--- config.mk ---
export PLATFORM = sky130hd
export DESIGN_NAME = device_lease_allocator
export DESIGN_NICKNAME = d
export VERILOG_FILES = /design/src/rtl/dla_pkg.sv /design/src/rtl/device_lease_allocator.sv /design/src/rtl/dla_ram.sv /design/src/rtl/dla_engine.sv
export SDC_FILE = /design/constraint.sdc
export NUM_CORES = 1
export LEC_CHECK = 0
export ABC_AREA = 1
export BUFFER_PORTS_ARGS = -buffer_cell sky130_fd_sc_hd__buf_4
export CORE_MARGIN = 2
export CORE_UTILIZATION = 49
export DETAILED_ROUTE_END_ITERATION = 8
export PLACE_DENSITY = 0.69
export SYNTH_ARGS = -nofsm -noshare
export SYNTH_HDL_FRONTEND = slang
export SYNTH_SLANG_ARGS = --single-unit
--- constraint.sdc ---
create_clock -name clk_i -period 3.56 [get_ports clk_i]
set_clock_uncertainty 0.15 [all_clocks]
set_input_delay 0.712 -clock clk_i [delete_from_list [all_inputs] [get_ports clk_i]]
set_output_delay 0.712 -clock clk_i [all_outputs]
set_load 0.02 [all_outputs]
--- src/rtl/dla_pkg.sv ---
package dla_pkg;

  localparam int DLA_ACT_W    = 3;
  localparam int DLA_MASK_W   = 8;
  localparam int DLA_CNT_W    = 4;
  localparam int DLA_LEASE_W  = 16;
  localparam int DLA_DEV_W    = 3;
  localparam int DLA_ERR_W    = 3;
  localparam int DLA_FOUND_W  = 4;
  localparam int DLA_IN_W     = 40;
  localparam int DLA_OUT_W    = 40;

  localparam logic [2:0] DLA_REG_INVENTORY = 3'd0;

  typedef enum logic [DLA_ACT_W-1:0] {
    ACT_CHECK   = 3'd0,
    ACT_PICK    = 3'd1,
    ACT_ASSIGN  = 3'd2,
    ACT_RELEASE = 3'd3,
    ACT_QUERY   = 3'd4
  } dla_action_e;

  typedef enum logic [DLA_ERR_W-1:0] {
    ERR_NONE       = 3'd0,
    ERR_EMPTY_MASK = 3'd1,
    ERR_COUNT_ZERO = 3'd2,
    ERR_NO_INV     = 3'd3,
    ERR_HELD       = 3'd4,
    ERR_TOO_FEW    = 3'd5
  } dla_err_e;

  typedef struct packed {
    logic [DLA_ACT_W-1:0]   action;
    logic [DLA_MASK_W-1:0]  id_mask;
    logic [DLA_CNT_W-1:0]   count;
    logic [DLA_LEASE_W-1:0] lease;
    logic [DLA_DEV_W-1:0]   device_index;
  } dla_req_t;

  typedef struct packed {
    logic                   ok;
    logic                   waitable;
    logic [DLA_ERR_W-1:0]   error_code;
    logic [DLA_MASK_W-1:0]  result_mask;
    logic [DLA_LEASE_W-1:0] lease_out;
    logic [DLA_DEV_W-1:0]   held_device;
    logic [DLA_FOUND_W-1:0] free_found;
    logic                   is_held;
  } dla_res_t;

endpackage

--- src/rtl/device_lease_allocator.sv ---
// A request accepted on s_axis scans N = min(NUM_DEVICES, 8) holder tag RAM entries, one read
//   per cycle, with each write-back in the cycle after its read; the last and fin states follow,
//   and the result is registered onto m_axis. A new request is accepted only in idle, after fin.
// A result held in the output register and not yet drained keeps the engine in fin, so the next request waits.
// Reset (rst_ni low, asynchronous): all devices free, lease counter and inventory zero;
//   per-entry valid flops stand in for the tag RAM contents, so there is no clearing pass.
module device_lease_allocator #(
  parameter int NUM_DEVICES = 8,
  parameter int LEASE_WIDTH = 16
) (
  input  logic        clk_i,
  input  logic        rst_ni,
  // action[2:0], id_mask[10:3], count[14:11], lease[30:15], device_index[33:31], zero fill
  input  logic [39:0] s_axis_tdata,
  input  logic        s_axis_tvalid,
  output logic        s_axis_tready,
  // ok[0], waitable[1], error_code[4:2], result_mask[12:5], lease_out[28:13],
  // held_device[31:29], free_found[35:32], is_held[36], zero fill
  output logic [39:0] m_axis_tdata,
  output logic        m_axis_tvalid,
  input  logic        m_axis_tready,
  input  logic        psel,
  input  logic        penable,
  input  logic        pwrite,
  input  logic [2:0]  paddr,
  input  logic [31:0] pwdata,
  output logic [31:0] prdata,
  output logic        pready
);

  import dla_pkg::*;

  logic [DLA_MASK_W-1:0] inventory_q;
  dla_req_t              req;
  dla_res_t              res;
  logic                  res_valid, res_ready;
  logic                  m_valid_q;
  logic [DLA_OUT_W-1:0]  m_data_q;

  assign pready = 1'b1;
  assign prdata = (paddr == DLA_REG_INVENTORY) ? 32'(inventory_q) : '0;

  always_ff @(posedge clk_i or negedge rst_ni) begin
    if (!rst_ni) begin
      inventory_q <= '0;
    end else if (psel && penable && pwrite && pready && paddr == DLA_REG_INVENTORY) begin
      inventory_q <= pwdata[DLA_MASK_W-1:0];
    end
  end

  assign req.action       = s_axis_tdata[2:0];
  assign req.id_mask      = s_axis_tdata[10:3];
  assign req.count        = s_axis_tdata[14:11];
  assign req.lease        = s_axis_tdata[30:15];
  assign req.device_index = s_axis_tdata[33:31];

  dla_engine #(
    .NUM_DEVICES(NUM_DEVICES),
    .LEASE_WIDTH(LEASE_WIDTH)
  ) u_engine (
    .clk_i      (clk_i),
    .rst_ni     (rst_ni),
    .inventory_i(inventory_q),
    .req_valid_i(s_axis_tvalid),
    .req_ready_o(s_axis_tready),
    .req_i      (req),
    .res_valid_o(res_valid),
    .res_ready_i(res_ready),
    .res_o      (res)
  );

  // output slot frees when empty or drained this cycle
  assign res_ready = !m_valid_q || m_axis_tready;

  always_ff @(posedge clk_i or negedge rst_ni) begin
    if (!rst_ni) begin
      m_valid_q <= 1'b0;
      m_data_q  <= '0;
    end else if (res_valid && res_ready) begin
      m_valid_q <= 1'b1;
      m_data_q  <= {3'b000, res.is_held, res.free_found, res.held_device,
                    res.lease_out, res.result_mask, res.error_code,
                    res.waitable, res.ok};
    end else if (m_axis_tready) begin
      m_valid_q <= 1'b0;
    end
  end

  assign m_axis_tvalid = m_valid_q;
  assign m_axis_tdata  = m_data_q;

endmodule

--- src/rtl/dla_ram.sv ---
module dla_ram #(
  parameter int WIDTH = 16,
  parameter int DEPTH = 8
) (
  input  logic                                   clk_i,
  input  logic                                   we_i,
  input  logic [((DEPTH > 1) ? $clog2(DEPTH) : 1)-1:0] waddr_i,
  input  logic [WIDTH-1:0]                       wdata_i,
  input  logic                                   re_i,
  input  logic [((DEPTH > 1) ? $clog2(DEPTH) : 1)-1:0] raddr_i,
  output logic [WIDTH-1:0]                       rdata_o
);

  logic [WIDTH-1:0] mem [DEPTH];

  always_ff @(posedge clk_i) begin
    if (we_i) begin
      mem[waddr_i] <= wdata_i;
    end
    if (re_i) begin
      rdata_o <= mem[raddr_i];
    end
  end

endmodule

--- src/rtl/dla_engine.sv ---
module dla_engine #(
  parameter int NUM_DEVICES = 8,
  parameter int LEASE_WIDTH = 16
) (
  input  logic                          clk_i,
  input  logic                          rst_ni,
  input  logic [dla_pkg::DLA_MASK_W-1:0] inventory_i,
  input  logic                          req_valid_i,
  output logic                          req_ready_o,
  input  dla_pkg::dla_req_t             req_i,
  output logic                          res_valid_o,
  input  logic                          res_ready_i,
  output dla_pkg::dla_res_t             res_o
);

  import dla_pkg::*;

  localparam int SCAN_N = (NUM_DEVICES < DLA_MASK_W) ? NUM_DEVICES : DLA_MASK_W;
  localparam int AW = (NUM_DEVICES > 1) ? $clog2(NUM_DEVICES) : 1;
  localparam logic [AW-1:0] LAST_IDX = AW'(SCAN_N - 1);
  localparam logic [DLA_MASK_W-1:0] RANGE_MASK = DLA_MASK_W'((1 << SCAN_N) - 1);

  typedef enum logic [1:0] {
    ST_IDLE,
    ST_SCAN,
    ST_LAST,
    ST_FIN
  } state_e;

  state_e                 state_q, state_d;
  dla_req_t               req_q, req_d;
  logic [LEASE_WIDTH-1:0] lease_ctr_q, lease_ctr_d, lease_nxt;
  logic [AW-1:0]          cnt_q, cnt_d;
  logic                   pvld_q, pvld_d;
  logic [AW-1:0]          pidx_q, pidx_d;
  logic [NUM_DEVICES-1:0] tag_vld_q, tag_vld_d;
  logic                   any_q, any_d;
  logic                   conflict_q, conflict_d;
  logic [DLA_DEV_W-1:0]   hdev_q, hdev_d;
  logic [DLA_LEASE_W-1:0] lout_q, lout_d;
  logic [DLA_MASK_W-1:0]  rmask_q, rmask_d;
  logic [DLA_FOUND_W-1:0] found_q, found_d;
  logic                   held_q, held_d;

  logic                   ram_we, ram_re;
  logic [LEASE_WIDTH-1:0] ram_wdata, ram_rdata, tag;
  logic [DLA_MASK_W-1:0]  sel;
  logic                   id_hit, inv_hit, tag_zero, accept;
  logic                   query_in_range;

  dla_ram #(
    .WIDTH(LEASE_WIDTH),
    .DEPTH(NUM_DEVICES)
  ) u_tag_ram (
    .clk_i  (clk_i),
    .we_i   (ram_we),
    .waddr_i(pidx_q),
    .wdata_i(ram_wdata),
    .re_i   (ram_re),
    .raddr_i(cnt_q),
    .rdata_o(ram_rdata)
  );

  assign req_ready_o = (state_q == ST_IDLE);
  assign accept      = req_valid_i && req_ready_o;
  assign ram_re      = (state_q == ST_SCAN);

  // never-written entries read as free
  assign tag      = tag_vld_q[pidx_q] ? ram_rdata : '0;
  assign tag_zero = (tag == '0);
  assign sel      = DLA_MASK_W'(1) << pidx_q;
  assign id_hit   = |(req_q.id_mask & sel);
  assign inv_hit  = |(inventory_i & sel);
  assign query_in_range = (32'(req_q.device_index) < SCAN_N);

  always_comb begin
    lease_nxt = lease_ctr_q + LEASE_WIDTH'(1);
    if (lease_nxt == '0) begin
      lease_nxt = LEASE_WIDTH'(1);
    end
  end

  always_comb begin
    state_d     = state_q;
    req_d       = req_q;
    lease_ctr_d = lease_ctr_q;
    cnt_d       = cnt_q;
    pvld_d      = 1'b0;
    pidx_d      = cnt_q;
    tag_vld_d   = tag_vld_q;
    any_d       = any_q;
    conflict_d  = conflict_q;
    hdev_d      = hdev_q;
    lout_d      = lout_q;
    rmask_d     = rmask_q;
    found_d     = found_q;
    held_d      = held_q;
    ram_we      = 1'b0;
    ram_wdata   = '0;

    case (state_q)
      ST_IDLE: begin
        if (accept) begin
          req_d      = req_i;
          cnt_d      = '0;
          any_d      = 1'b0;
          conflict_d = 1'b0;
          hdev_d     = '0;
          lout_d     = '0;
          rmask_d    = '0;
          found_d    = '0;
          held_d     = 1'b0;
          if (req_i.action == ACT_ASSIGN) begin
            lease_ctr_d = lease_nxt;
          end
          state_d = ST_SCAN;
        end
      end
      ST_SCAN: begin
        pvld_d = 1'b1;
        if (cnt_q == LAST_IDX) begin
          state_d = ST_LAST;
        end else begin
          cnt_d = cnt_q + AW'(1);
        end
      end
      ST_LAST: begin
        state_d = ST_FIN;
      end
      ST_FIN: begin
        if (res_ready_i) begin
          state_d = ST_IDLE;
        end
      end
      default: begin
        state_d = ST_IDLE;
      end
    endcase

    // read-modify-write of the entry read in the previous cycle
    if (pvld_q) begin
      case (req_q.action)
        ACT_CHECK: begin
          if (id_hit && !conflict_q) begin
            any_d = 1'b1;
            if (!tag_zero) begin
              conflict_d = 1'b1;
              hdev_d     = DLA_DEV_W'(pidx_q);
              lout_d     = DLA_LEASE_W'(tag);
            end else begin
              rmask_d = rmask_q | sel;
            end
          end
        end
        ACT_PICK: begin
          if (inv_hit && tag_zero && (found_q < req_q.count)) begin
            rmask_d = rmask_q | sel;
            found_d = found_q + DLA_FOUND_W'(1);
          end
        end
        ACT_ASSIGN: begin
          if (id_hit) begin
            ram_we            = 1'b1;
            ram_wdata         = lease_ctr_q;
            tag_vld_d[pidx_q] = 1'b1;
            rmask_d           = rmask_q | sel;
          end
        end
        ACT_RELEASE: begin
          if ((req_q.lease != '0) && (32'(tag) == 32'(req_q.lease))) begin
            ram_we    = 1'b1;
            ram_wdata = '0;
            rmask_d   = rmask_q | sel;
          end
        end
        ACT_QUERY: begin
          if (32'(pidx_q) == 32'(req_q.device_index)) begin
            lout_d = DLA_LEASE_W'(tag);
            held_d = !tag_zero;
          end
        end
        default: begin
        end
      endcase
    end
  end

  always_comb begin
    res_o       = '0;
    res_valid_o = (state_q == ST_FIN);
    case (req_q.action)
      ACT_CHECK: begin
        if (!any_q) begin
          res_o.error_code = ERR_EMPTY_MASK;
        end else if (conflict_q) begin
          res_o.waitable    = 1'b1;
          res_o.error_code  = ERR_HELD;
          res_o.held_device = hdev_q;
          res_o.lease_out   = lout_q;
        end else begin
          res_o.ok          = 1'b1;
          res_o.result_mask = rmask_q;
        end
      end
      ACT_PICK: begin
        if (req_q.count == '0) begin
          res_o.error_code = ERR_COUNT_ZERO;
        end else if ((inventory_i & RANGE_MASK) == '0) begin
          res_o.error_code = ERR_NO_INV;
        end else if (found_q == req_q.count) begin
          res_o.ok          = 1'b1;
          res_o.result_mask = rmask_q;
          res_o.free_found  = found_q;
        end else begin
          res_o.waitable   = 1'b1;
          res_o.error_code = ERR_TOO_FEW;
          res_o.free_found = found_q;
        end
      end
      ACT_ASSIGN: begin
        res_o.ok          = 1'b1;
        res_o.result_mask = rmask_q;
        res_o.lease_out   = DLA_LEASE_W'(lease_ctr_q);
      end
      ACT_RELEASE: begin
        res_o.ok          = 1'b1;
        res_o.result_mask = rmask_q;
      end
      ACT_QUERY: begin
        if (query_in_range) begin
          res_o.ok        = 1'b1;
          res_o.lease_out = lout_q;
          res_o.is_held   = held_q;
        end
      end
      default: begin
      end
    endcase
  end

  always_ff @(posedge clk_i or negedge rst_ni) begin
    if (!rst_ni) begin
      state_q     <= ST_IDLE;
      req_q       <= '0;
      lease_ctr_q <= '0;
      cnt_q       <= '0;
      pvld_q      <= 1'b0;
      pidx_q      <= '0;
      tag_vld_q   <= '0;
      any_q       <= 1'b0;
      conflict_q  <= 1'b0;
      hdev_q      <= '0;
      lout_q      <= '0;
      rmask_q     <= '0;
      found_q     <= '0;
      held_q      <= 1'b0;
    end else begin
      state_q     <= state_d;
      req_q       <= req_d;
      lease_ctr_q <= lease_ctr_d;
      cnt_q       <= cnt_d;
      pvld_q      <= pvld_d;
      pidx_q      <= pidx_d;
      tag_vld_q   <= tag_vld_d;
      any_q       <= any_d;
      conflict_q  <= conflict_d;
      hdev_q      <= hdev_d;
      lout_q      <= lout_d;
      rmask_q     <= rmask_d;
      found_q     <= found_d;
      held_q      <= held_d;
    end
  end

  a_write_in_pipe: assert property (@(posedge clk_i) disable iff (!rst_ni)
    ram_we |-> pvld_q)
    else $error("tag write without a pending read");

  a_idle_pipe_empty: assert property (@(posedge clk_i) disable iff (!rst_ni)
    (state_q == ST_IDLE) |-> !pvld_q)
    else $error("scan pipe busy while idle");

  a_found_bound: assert property (@(posedge clk_i) disable iff (!rst_ni)
    res_valid_o |-> (32'(found_q) <= SCAN_N))
    else $error("free count beyond scanned devices");

  a_scan_end: assert property (@(posedge clk_i) disable iff (!rst_ni)
    (state_q == ST_SCAN && cnt_q == LAST_IDX) |=> (state_q == ST_LAST && pvld_q))
    else $error("scan did not close on its last entry");

endmodule

==> out/qor.yml, run 1 <==
outcome:
  outcome: "completed"
sta:
  finalCritPeriodShare: 0.9290
  period_minus_slack_ps: 3307
  setup-tns-final_ps: 0
  rsz0062_at_grt: "false"
  drv_slew: 0
  holdWs_ps: 54.82
  slew_headroom: 0.3611
  setup_ws_ps: 252.9
  tightest_slew_ps: 954.8
  hold_viol: 0
  fmax_mhz: 302.4
  setup_violations: 0
layout:
  area_growth_pct: 15.93
  fin_util: 0.5816
  final_cell_mix: "nand2_1, nor2_1, o21ai_0, dfrtp_1, edfxtp_1"
  nNetsFinal: 1806
  instances_no_fill: 2111
  layout_commonest_cell: "nand2_1"
  drive_above_1_share: 0.1224
power:
  ir_drop_mv: 0.3893
  powerDensity_nw_per_um2: 854.3
  swShare: 0.4226
  sequentialPowerShare: 0.347
  share_comb_of_total_power: 0.411
  p_int_w: 0.008035
  p_leak_nw: 7.366
  p_switching_w: 0.005881
  p_clk_frac: 0.241
logic_synthesis:
  yosysSeqAreaShare: 0.5677
  syn_area_per_cell_um2: 8.706
  ys_ff_latch: 290
  netlist_area_um2: 14050
  ys_types: 44
  syn_inst: 1614
  ys_warn_count: 0
placed_design:
  numPortBuffers: 98
  dp_slack_ps: 299.4
  placed_cells: 2054
  hpwl_um: 24360
  gp_congestion: 0.8839
grt:
  grt_usage: 0.2396
  antenna_found_initial: 1
  grt_pass1_vias: 10670
  grt-ovfl-total: 0
  grt_pass1_wl_um: 57390
  grt_max_degree: 73
critical_path:
  critPathMostFrequentCell: "nand2_1"
  crit_path_max_incr_delay_ps: 580
  cp-start-kind: "flop"
  critical_path_required_ps: 3630
  ff2ff_path_depth: 16
  cp_cell_sequence: "inv_2, nand2_1, nand3_1, nand2_2, inv_2, nand2_4, nand2_1, nand2_1, nand2_1, nor2_1, nand2_1, nor2_2, nand3_4, o21a_4, nor2_2, buf_12"
  cp-end-kind: "flop"
  cp_slowest_cell: "dfrtp_1"
  crit_type: "reg2reg"
  arrival_ps: 3370
  path_max_fanout: 33
detailed_routing:
  drc: 0
  viasPerCell: 5.388
  drt-pass1-iter-count: 5
  drt-initial-drc-count: 1093
  wl_um: 35990
  final_antenna_net_count: 0
  wl_per_cell_um: 17.05
  dr_total_vias: 11380
clock_network:
  cts.clk_slew.worst_paths_ps: 60
  htree_levels: 2
  ctsResizeCount: 0
  cts_root_buffer: "clkbuf_16"
  clk_latency_ps: 530
  cts_setup_buffers: 0
  numCtsBuffers: 34
  cts_tree: "done"
  cts_hold_buf: 0
  clock-sinks: 290
  clock_path_buffers: 3
run:
  maxCapViolations: 0
die:
  core_um2: 28010
  io_pins: 157
  design.die.area_um2: 30050
  die_x_um: 173.3
  initial_core_util: 0.5017
  rows: 61
  die_y_um: 173.3
min_path:
  hold_path.class: "in2async"
-- cell families (layout without fill, tap and decap cells) --
group / Yosys count / count (layout) / synth area share
simple gates: 737 / 737 / 0.2140
compound gates: 311 / 311 / 0.1182
flops: 290 / 290 / 0.5677
buf+inv: 240 / 332 / 0.07524
xor+xnor: 22 / 22 / 0.01371
fa+ha+maj: 12 / 12 / 0.01068
other cells: 2 / 29 / 0.0005344
-- flip-flops by register name, summed over array words and instances (netlist names), 2 cells and up --
| register | flops |
|---|---|
| u_engine.u_tag_ram.rdata_o | 16 |
| u_engine.rmask_q | 8 |
| u_engine.hdev_q | 3 |
| u_engine.cnt_q | 3 |
| u_engine.u_tag_ram.mem | 128 |
| m_axis_tdata | 36 |
| u_engine.pidx_q | 3 |
| inventory_q | 8 |
| u_engine.lout_q | 16 |
| u_engine.found_q | 4 |
| u_engine.req_q | 34 |
| u_engine.tag_vld_q | 8 |
| u_engine.state_q | 2 |
| u_engine.lease_ctr_q | 16 |
-- cells in the mapped netlist (all sizes together) --
| cell type | n | area (um^2) |
|---|---|---|
| dfrtp | 146 | 3654 |
| nand2 | 414 | 1594 |
| a21boi | 2 | 15.01 |
| nor3 | 11 | 65.06 |
| o31ai | 2 | 15.01 |
| nor2 | 227 | 887.1 |
| o21ai | 200 | 1001 |
| nor4 | 5 | 31.28 |
| a211oi | 1 | 7.510 |
| a22oi | 2 | 15.01 |
| o21a | 1 | 15.01 |
| a32o | 1 | 10.01 |
| ha | 12 | 150.1 |
| conb | 2 | 7.510 |
| nand3b | 2 | 15.01 |
| a21oi | 52 | 260.3 |
| xor2 | 18 | 157.7 |
| clkbuf | 52 | 195.2 |
| a31oi | 27 | 168.9 |
| buf | 42 | 314.0 |
| nand4 | 4 | 25.02 |
| o221ai | 1 | 8.760 |
| or3 | 1 | 6.260 |
| nand3 | 73 | 382.9 |
| inv | 145 | 544.3 |
| o41ai | 1 | 8.760 |
| o21bai | 1 | 7.510 |
| clkinv | 1 | 3.750 |
| xnor2 | 4 | 35.03 |
| o211ai | 2 | 15.01 |
| o22ai | 18 | 112.6 |
| edfxtp | 144 | 4324 |
-- power groups by stage --
stage | clock network, W | logic [W] | registers (W)
final | 0.00336 | 0.00573 | 0.00483
after global routing | 0.00354 | 0.00642 | 0.00491
after CTS | 0.00340 | 0.00568 | 0.00482
after detailed placement | 0 | 0.00566 | 0.00488
after global placement | 0 | 0.00553 | 0.00487
after floorplan | 0 | 0.00405 | 0.00485
-- per-layer routing --
| layer | track usage | vias to the layer above | share of wire |
|---|---|---|---|
| li1 | - | 5456 | - |
| met1 | 0.3310 | 5373 | 0.42 |
| met2 | 0.3862 | 474 | 0.47 |
| met3 | 0.04254 | 72 | 0.079 |
| met4 | 0.07733 | 0 | 0.028 |
| met5 | 0 | - | 0 |
-- path summary, 6_finish.rpt --
path                                                      to  slack [ps]                  start
worst max-delay path            u_engine.u_tag_ram.mem[4][3]         250     u_engine.pidx_q[0]
worst min-delay path                     u_engine.rmask_q[4]          50                 rst_ni
worst max register to register  u_engine.u_tag_ram.mem[4][3]         250     u_engine.pidx_q[0]
worst min register to register         u_engine.tag_vld_q[3]         310  u_engine.tag_vld_q[3]
max in group asynchronous                   m_axis_tdata[27]        2380                 rst_ni
min in group clk_i                        u_engine.req_q[27]         240        s_axis_tdata[7]
-- stage by stage --
| step | instance area [um^2] | power, W |
|---|---|---|
| 6_report | 16290 | 0.01392 |
| 5_1_grt | 16290 | 0.01488 |
| 4_1_cts | 16290 | 0.01390 |
| 3_5_place_dp | 15210 | 0.01054 |
| 3_3_place_gp | 15210 | 0.01040 |
| 2_1_floorplan | 14150 | 0.008897 |
-- final cells by class --
| type | count | area, um^2 |
|---|---|---|
| diodes | 1 | 2.502 |
| clock buffers | 44 | 898.4 |
| clock inverters | 12 | 176.4 |
| fillers | 2480 | 11720 |
| inverters | 146 | 548.0 |
| multi-input cells | 1110 | 5121 |
| flip-flops and latches | 290 | 7979 |
| well taps | 378 | 473.0 |
| repair buffers | 130 | 1092 |
-- critical path: cells and delay by family (launching register included) --
kind,cells,cell delay (ps)
buffers and inverters,3,400
AND/OR/NAND/NOR,12,1520
flip-flops,1,580
AO/OA/AOI/OAI,1,310
Power figures use the tool's default switching activity.
==> inputs of run 2 (changes only) <==
ABC_CLOCK_PERIOD_IN_PS = 3560   (was default)
REMOVE_ABC_BUFFERS = 1   (was default)
SKIP_LAST_GASP = 1   (was default)
==> run 2 against run 1 <==
Against the previous run: combinational power shrank 0.9%; die area is the same; clock power shrank 10%; largest power group unchanged; sequential cell count is the same; maximum frequency grew 4.5%; core utilization shrank 0.40 points.
==> out/qor.yml, run 2 (synthesis gave the netlist of run 1 again) <==
sta:
  drv_slew: 0
  slew_headroom: 0.2890
  setup-tns-final_ps: 0
  tightest_slew_ps: 1065
  finalCritPeriodShare: 0.8888
  setup_violations: 0
  fmax_mhz: 316.1
  hold_viol: 0
  period_minus_slack_ps: 3164
  rsz0062_at_grt: "false"
critical_path:
  r2r_start: "u_engine.pidx_q[0]"
  r2r-end: "u_engine.u_tag_ram.mem[0][0]"
  cp_cell_sequence: "inv_2, nand2_1, nand3_1, nand2_2, inv_2, nand2_4, nand2_1, xor2_1, nand2_1, nor2_2, nand3_4, o21a_4, nor2_2, buf_12"
  crit_type: "reg2reg"
  cp-start-kind: "flop"
  critPathMostFrequentCell: "nand2_1"
  path_max_fanout: 33
  cp-endpoint: "u_engine.u_tag_ram.mem[0][0]"
  arrival_ps: 3280
  startpoint: "u_engine.pidx_q[0]"
  ff2ff_path_depth: 14
  crit_path_max_incr_delay_ps: 510
  r2r_setup_slack_ps: 400
  critical_path_required_ps: 3680
  cp-end-kind: "flop"
  cp_slowest_cell: "dfrtp_2"
clock_network:
  htree_levels: 1
  cts_root_buffer: "clkbuf_16"
  clock_path_buffers: 3
  clock-sinks: 290
  numCtsBuffers: 29
  clk_latency_ps: 560
  cts_setup_buffers: 0
  cts_tree: "done"
  cts.clk_slew.worst_paths_ps: 60
die:
  rows: 61
  die_y_um: 173.3
  design.die.area_um2: 30050
  initial_core_util: 0.5017
  die_x_um: 173.3
  io_pins: 157
  core_um2: 28010
layout:
  area_growth_pct: 15.14
  n_antenna_cell: 0
  layout_commonest_cell: "nand2_1"
  largest_reg_flops: 128
  nNetsFinal: 1805
  fin_area_um2: 16180
  final_cell_mix: "nand2_1, nor2_1, o21ai_0, dfrtp_1, edfxtp_1"
  fin_util: 0.5776
  drive_above_1_share: 0.1218
  top_register: "u_engine.u_tag_ram.mem"
grt:
  grt_pass1_vias: 10690
  antenna_found_initial: 0
  grt_pass1_wl_um: 57310
  grt_max_degree: 67
  grt-ovfl-total: 0
  grt_usage: 0.2366
power:
  ir_drop_mv: 0.5453
  powerDensity_nw_per_um2: 837.8
  p_switching_w: 0.005756
  share_comb_of_total_power: 0.419
  sequentialPowerShare: 0.359
  p_clk_frac: 0.222
  swShare: 0.4247
  p_leak_nw: 7.324
  p_int_w: 0.007798
min_path:
  hold_path.class: "in2async"
detailed_routing:
  drt-pass1-iter-count: 5
  final_antenna_net_count: 0
  wl_per_cell_um: 17.05
  viasPerCell: 5.398
  dr_total_vias: 11390
  wl_um: 35970
  drt-initial-drc-count: 1100
  drc: 0
placed_design:
  gp_congestion: 0.8874
  numPortBuffers: 98
  hpwl_um: 24380
  placed_area_um2: 15240
run:
  maxCapViolations: 0
outcome:
  outcome: "completed"
run 2: worst max-delay path, delay by kind of cell, from the launching register on:
| family | cells | cell delay [ps] |
|---|---|---|
| DFF | 1 | 510 |
| buffers and inverters | 3 | 360 |
| AOI/OAI and AO/OA | 1 | 310 |
| and+or+nand+nor | 9 | 1320 |
| xor gates and xnor gates | 1 | 180 |
run 2: per-layer routing:
metal	vias up	share of wire	GRT usage	wire length [um]
met1	5440	0.44	0.3395	15800
met2	451	0.47	0.3848	16830
met4	0	0.021	0.05826	748
met5	-	0	0	0
met3	51	0.072	0.02895	2592
li1	5447	-	-	-
run 2: layout make-up:
type | instances | area, um^2
multi-input combinational | 1110 | 5121
timing repair buffer | 134 | 1122
clock buffer | 44 | 832.0
fill | 2424 | 11830
inverter | 146 | 548.0
sequential | 290 | 7980
clock inverter | 8 | 102.6
tap | 378 | 473.0
run 2: worst min-delay path by stage:
stage | end | slack, ps | cells past startpoint | start
floorplan | u_engine.pidx_q[2] | 230 | 0 | u_engine.cnt_q[2]
global placement | u_engine.pidx_q[2] | 240 | 0 | u_engine.cnt_q[2]
detailed placement | u_engine.pidx_q[2] | 250 | 0 | u_engine.cnt_q[2]
CTS | u_engine.found_q[1] | 40 | 1 | rst_ni
global route | u_engine.lease_ctr_q[13] | 60 | 1 | rst_ni
finish | u_engine.lease_ctr_q[14] | 9 | 1 | rst_ni
run 2: power by group through the flow:
stage	clock network [W]	logic, W	registers [W]
after CTS	0.00306	0.00565	0.00485
after global routing	0.00318	0.00638	0.00494
after global placement	0	0.00547	0.00489
after detailed placement	0	0.00561	0.00491
after floorplan	0	0.00364	0.00495
final	0.00301	0.00568	0.00486
run 2: repair_timing:
item                                    4_1_cts  5_1_grt
endpoints found under the setup margin        0      128
hold endpoints to repair                      0        0
gates resized for setup                       0        1
hold buffers                                  0        0
run 2: metrics by stage:
step                setup WS (ps)  hold WS (ps)  cells  total power [W]
floorplan                  -663.9         227.5   1546         0.008590
global placement            341.8         239.4   2058          0.01036
detailed placement          318.6         249.2   2058          0.01052
global route                19.97         60.47   2110          0.01450
CTS                         287.2         35.24   2110          0.01355
finish                      396.0         9.454   2110          0.01355
